$ cat src/rtl/core/dfaw_clear.sv
`default_nettype none

// Post-reset sweep: walks every address once so the counter memories
// can be zeroed, one entry per cycle.
module dfaw_clear #(
  parameter int DEPTH = 4096
) (
  input  wire logic                     clk,
  input  wire logic                     rst_n,
  output      logic                     busy,
  output      logic [$clog2(DEPTH)-1:0] addr
);

  localparam int AW = $clog2(DEPTH);

  logic [AW-1:0] cnt_r;
  logic          done_r;

  always_ff @(posedge clk) begin
    if (!rst_n) begin
      cnt_r  <= '0;
      done_r <= 1'b0;
    end else if (!done_r) begin
      if (cnt_r == AW'(DEPTH - 1)) begin
        done_r <= 1'b1;
      end else begin
        cnt_r <= cnt_r + 1'b1;
      end
    end
  end

  assign busy = !done_r;
  assign addr = cnt_r;

endmodule

`default_nettype wire
$ cat config.mk
export PLATFORM = sky130hd
export DESIGN_NAME = dfaw_clear
export DESIGN_NICKNAME = d
export VERILOG_FILES = /design/src/rtl/core/dfaw_clear.sv
export SDC_FILE = /design/constraint.sdc
export NUM_CORES = 1
export LEC_CHECK = 0
export ABC_AREA = 1
export ABC_CLOCK_PERIOD_IN_PS = 1200
export BUFFER_PORTS_ARGS = -buffer_cell sky130_fd_sc_hd__buf_2
export CAP_MARGIN = 20
export CORE_ASPECT_RATIO = 0.8
export CORE_UTILIZATION = 32
export CTS_BUF_LIST = sky130_fd_sc_hd__clkbuf_8
export CTS_CLUSTER_SIZE = 8
export DETAILED_ROUTE_END_ITERATION = 8
export HOLD_SLACK_MARGIN = 0.02
export PLACE_DENSITY_LB_ADDON = 0.12
export SYNTH_ARGS = -nofsm -noshare
export SYNTH_HDL_FRONTEND = slang
export SYNTH_SLANG_ARGS = --single-unit
export TNS_END_PERCENT = 100
$ cat constraint.sdc
create_clock -name clk -period 1.2 [get_ports clk]
set_input_delay 0.06 -clock clk [delete_from_list [all_inputs] [get_ports clk]]
set_output_delay 0.06 -clock clk [all_outputs]
set_load 0.05 [all_outputs]
==> impl_metrics.ini <==
[status]
status = finished, violations left
violations = negative setup slack

[critical_path]
cp-start-kind = flop
cp_slowest_cell = dfxtp_4
r2r_slack_ps = -70
cp_cell_sequence = ha_4, nand2_4, nor2_4, buf_4, xor2_1, nand2_2, a21oi_2
reg2regPathDepth = 7
crit_type = reg2reg
critPathMaxFanout = 3
path_delay_family = flip-flops
path_buf_inv = 1
end_kind = flop
r2r_start = addr[1]
worstPathArrival_ps = 1440
crit_required_ps = 1370
r2r_end = addr[4]
slowest_delay_ps = 360

[floorplanning]
start_util = 0.343
die_w_um = 56.0
io-pin-count = 15
core_area_sq_mm = 0.00218
die_h_um = 45.2
dieArea_sq_mm = 0.00253
row_count = 15

[cells_and_area]
finalNonFillerCells = 156
nets = 135
num_antenna_cells = 0
design_area_sq_mm = 0.00104
drive_gt1_frac = 0.489
utilization = 0.479
nFillCells = 218
multi_input_area_sq_um = 499
regArea_sq_um = 303
area_growth_pct = 39.7

[route]
detail_route.vias_per_cell = 4.92
drt_pass1_iterations = 6
drc = 0
antenna_left = 0
routed_wl_um = 1830
routedWlPerCell_um = 11.7
vias = 768
drt_iter0_drc = 28

[sta]
skew_ps = 1.62
fin_ws_ps = -69.8
tightest_slew_ps = 239
period_share = 1.06
setup_viol = 9
max_slew_margin = 0.840
max_freq_ghz = 0.788
slew_violations = 0
rsz0062_at_grt = yes
min_period_ps = 1270
hold-worst-slack_ps = 124
finalHoldViolations = 0
fin_tns_setup_ps = -272

[cts]
clock_latency_ps = 240
cts-buffers-inserted = 3
holdBufCountCts = 0
cts_tree = built
clk_pin_slew_ps = 60
cts_buffer_depth = 2
h-tree-depth = 1
root_buffer = clkbuf_8
cts.sinks = 13

[grt]
antenna_found_initial = 0
overflow = 0
track_usage = 0.159
top_usage_layer = met2
use_met3 = 0.0630
grt_pass1_vias = 665
grt_max_degree = 10
met2_usage = 0.255
use_met1 = 0.199
grt_pass1_wl_um = 2990

[pwr]
p_comb_frac = 0.103
p_sw_mw = 0.234
ir_drop_mv = 0.955
p_int_mw = 0.680
leakagePower_nw = 0.433
power_frac_seq = 0.474
swShare = 0.256
p_clk_frac = 0.423
fin_total_pwr_mw = 0.915
power.density_mw_per_mm2 = 877

[synth]
synthDistinctLibCells = 23
synth_most_common_cell = nand2_1
synth-seq-area-share = 0.348
ys_ff_latch = 13
netlist_instances = 108
syn_nets = 111
async_reset_ff_frac = 0
synth_common_cells = nand2_1 (25), nor2_1 (20), dfxtp_1 (13)
synth_area_leaders = dfxtp_1 (35%), nand2_1 (13%), nor2_1 (10%)
syn_area_sq_um = 747
synth_ff_type = dfxtp_1
synth_top_area_frac = 0.348
ys_warn_count = 0
yosysTopAreaCell = dfxtp_1
syn-mean-instance-area_sq_um = 6.92
synth-edff-count = 0

[worst_hold_path]
min_from = rst_n
holdPathEnd = addr[3]
min_path_type = in2reg
min_path_cells = 3

[placed_design]
gp_congestion = 0.778
dp_slack_ps = -51.7
io_buffers = 14
place_hpwl_um = 1290
postPlaceCellArea_sq_um = 910
place_inst = 147

[run]
cap_violations = 0
## power by group through the flow
stage	Combinational [mW]	Sequential, mW	Clock, mW
2_1_floorplan	0.0307	0.475	0
3_3_place_gp	0.0804	0.444	0
3_5_place_dp	0.0804	0.444	0
4_1_cts	0.0902	0.433	0.402
5_1_grt	0.104	0.435	0.424
6_report	0.0942	0.434	0.387
## final cells by class
class                      instances  area share
clock buffer                       3      0.0396
tap                               25      0.0300
clock inverter                     1     0.00360
inverter                          12      0.0480
timing repair buffer              20       0.110
sequential                        13       0.290
multi-input combinational         82       0.478
## worst reg2reg max path, cell delays in order (launching register included)
cell and delay (ps):
dfxtp_4 360, ha_4 140, nand2_4 70, nor2_4 140
buf_4 120, xor2_1 160, nand2_2 80, a21oi_2 110
## per-layer routing
layer  wire, um  vias to the layer above
met1        861                      346
met5          0                        -
met3         87                        6
met4         33                        0
met2        846                       24
li1           -                      392
## cell families (layout without fill, tap and decap cells)
kind of cell / Yosys count / after routing / share of synthesized area
flops: 13 / 13 / 0.348
simple gates: 70 / 70 / 0.474
fa+ha+maj: 1 / 1 / 0.0167
compound gates: 9 / 9 / 0.0670
xor+xnor: 2 / 2 / 0.0235
buf+inv: 13 / 36 / 0.0704
## registers in the layout, summed over array words and instances (netlist names)
| name | flops |
|---|---|
| addr | 12 |
| done_r | 1 |
## worst max-delay path by stage
stage | startpoint | to | slack (ps) | cells past startpoint
floorplan | addr[1] | addr[1] | -120 | 8
global placement | addr[1] | addr[1] | -20 | 8
detailed placement | addr[1] | addr[0] | -50 | 8
CTS | addr[1] | addr[0] | -30 | 8
global route | addr[1] | addr[4] | -140 | 7
finish | addr[1] | addr[4] | -70 | 7
## what timing repair did
action / in CTS / in global routing
gates resized for setup: 1 / 14
pin swaps: 2 / 6
setup endpoints to repair: 8 / 12
buffers inserted: 2 / 3
## cell usage in the layout (no fill, tap or decap), types with 4 or more instances in the layout
cell     netlist  layout
buf_2          0      14
inv_1         10      10
nand3_2        2       4
nand2_1       25      24
nand3_1        7       4
buf_4          1       6
nor2_2         4       8
nor2_1        20      16
nand4_1        4       4
dfxtp_4        0      11
Note: power is estimated with default switching activity, not from simulation.
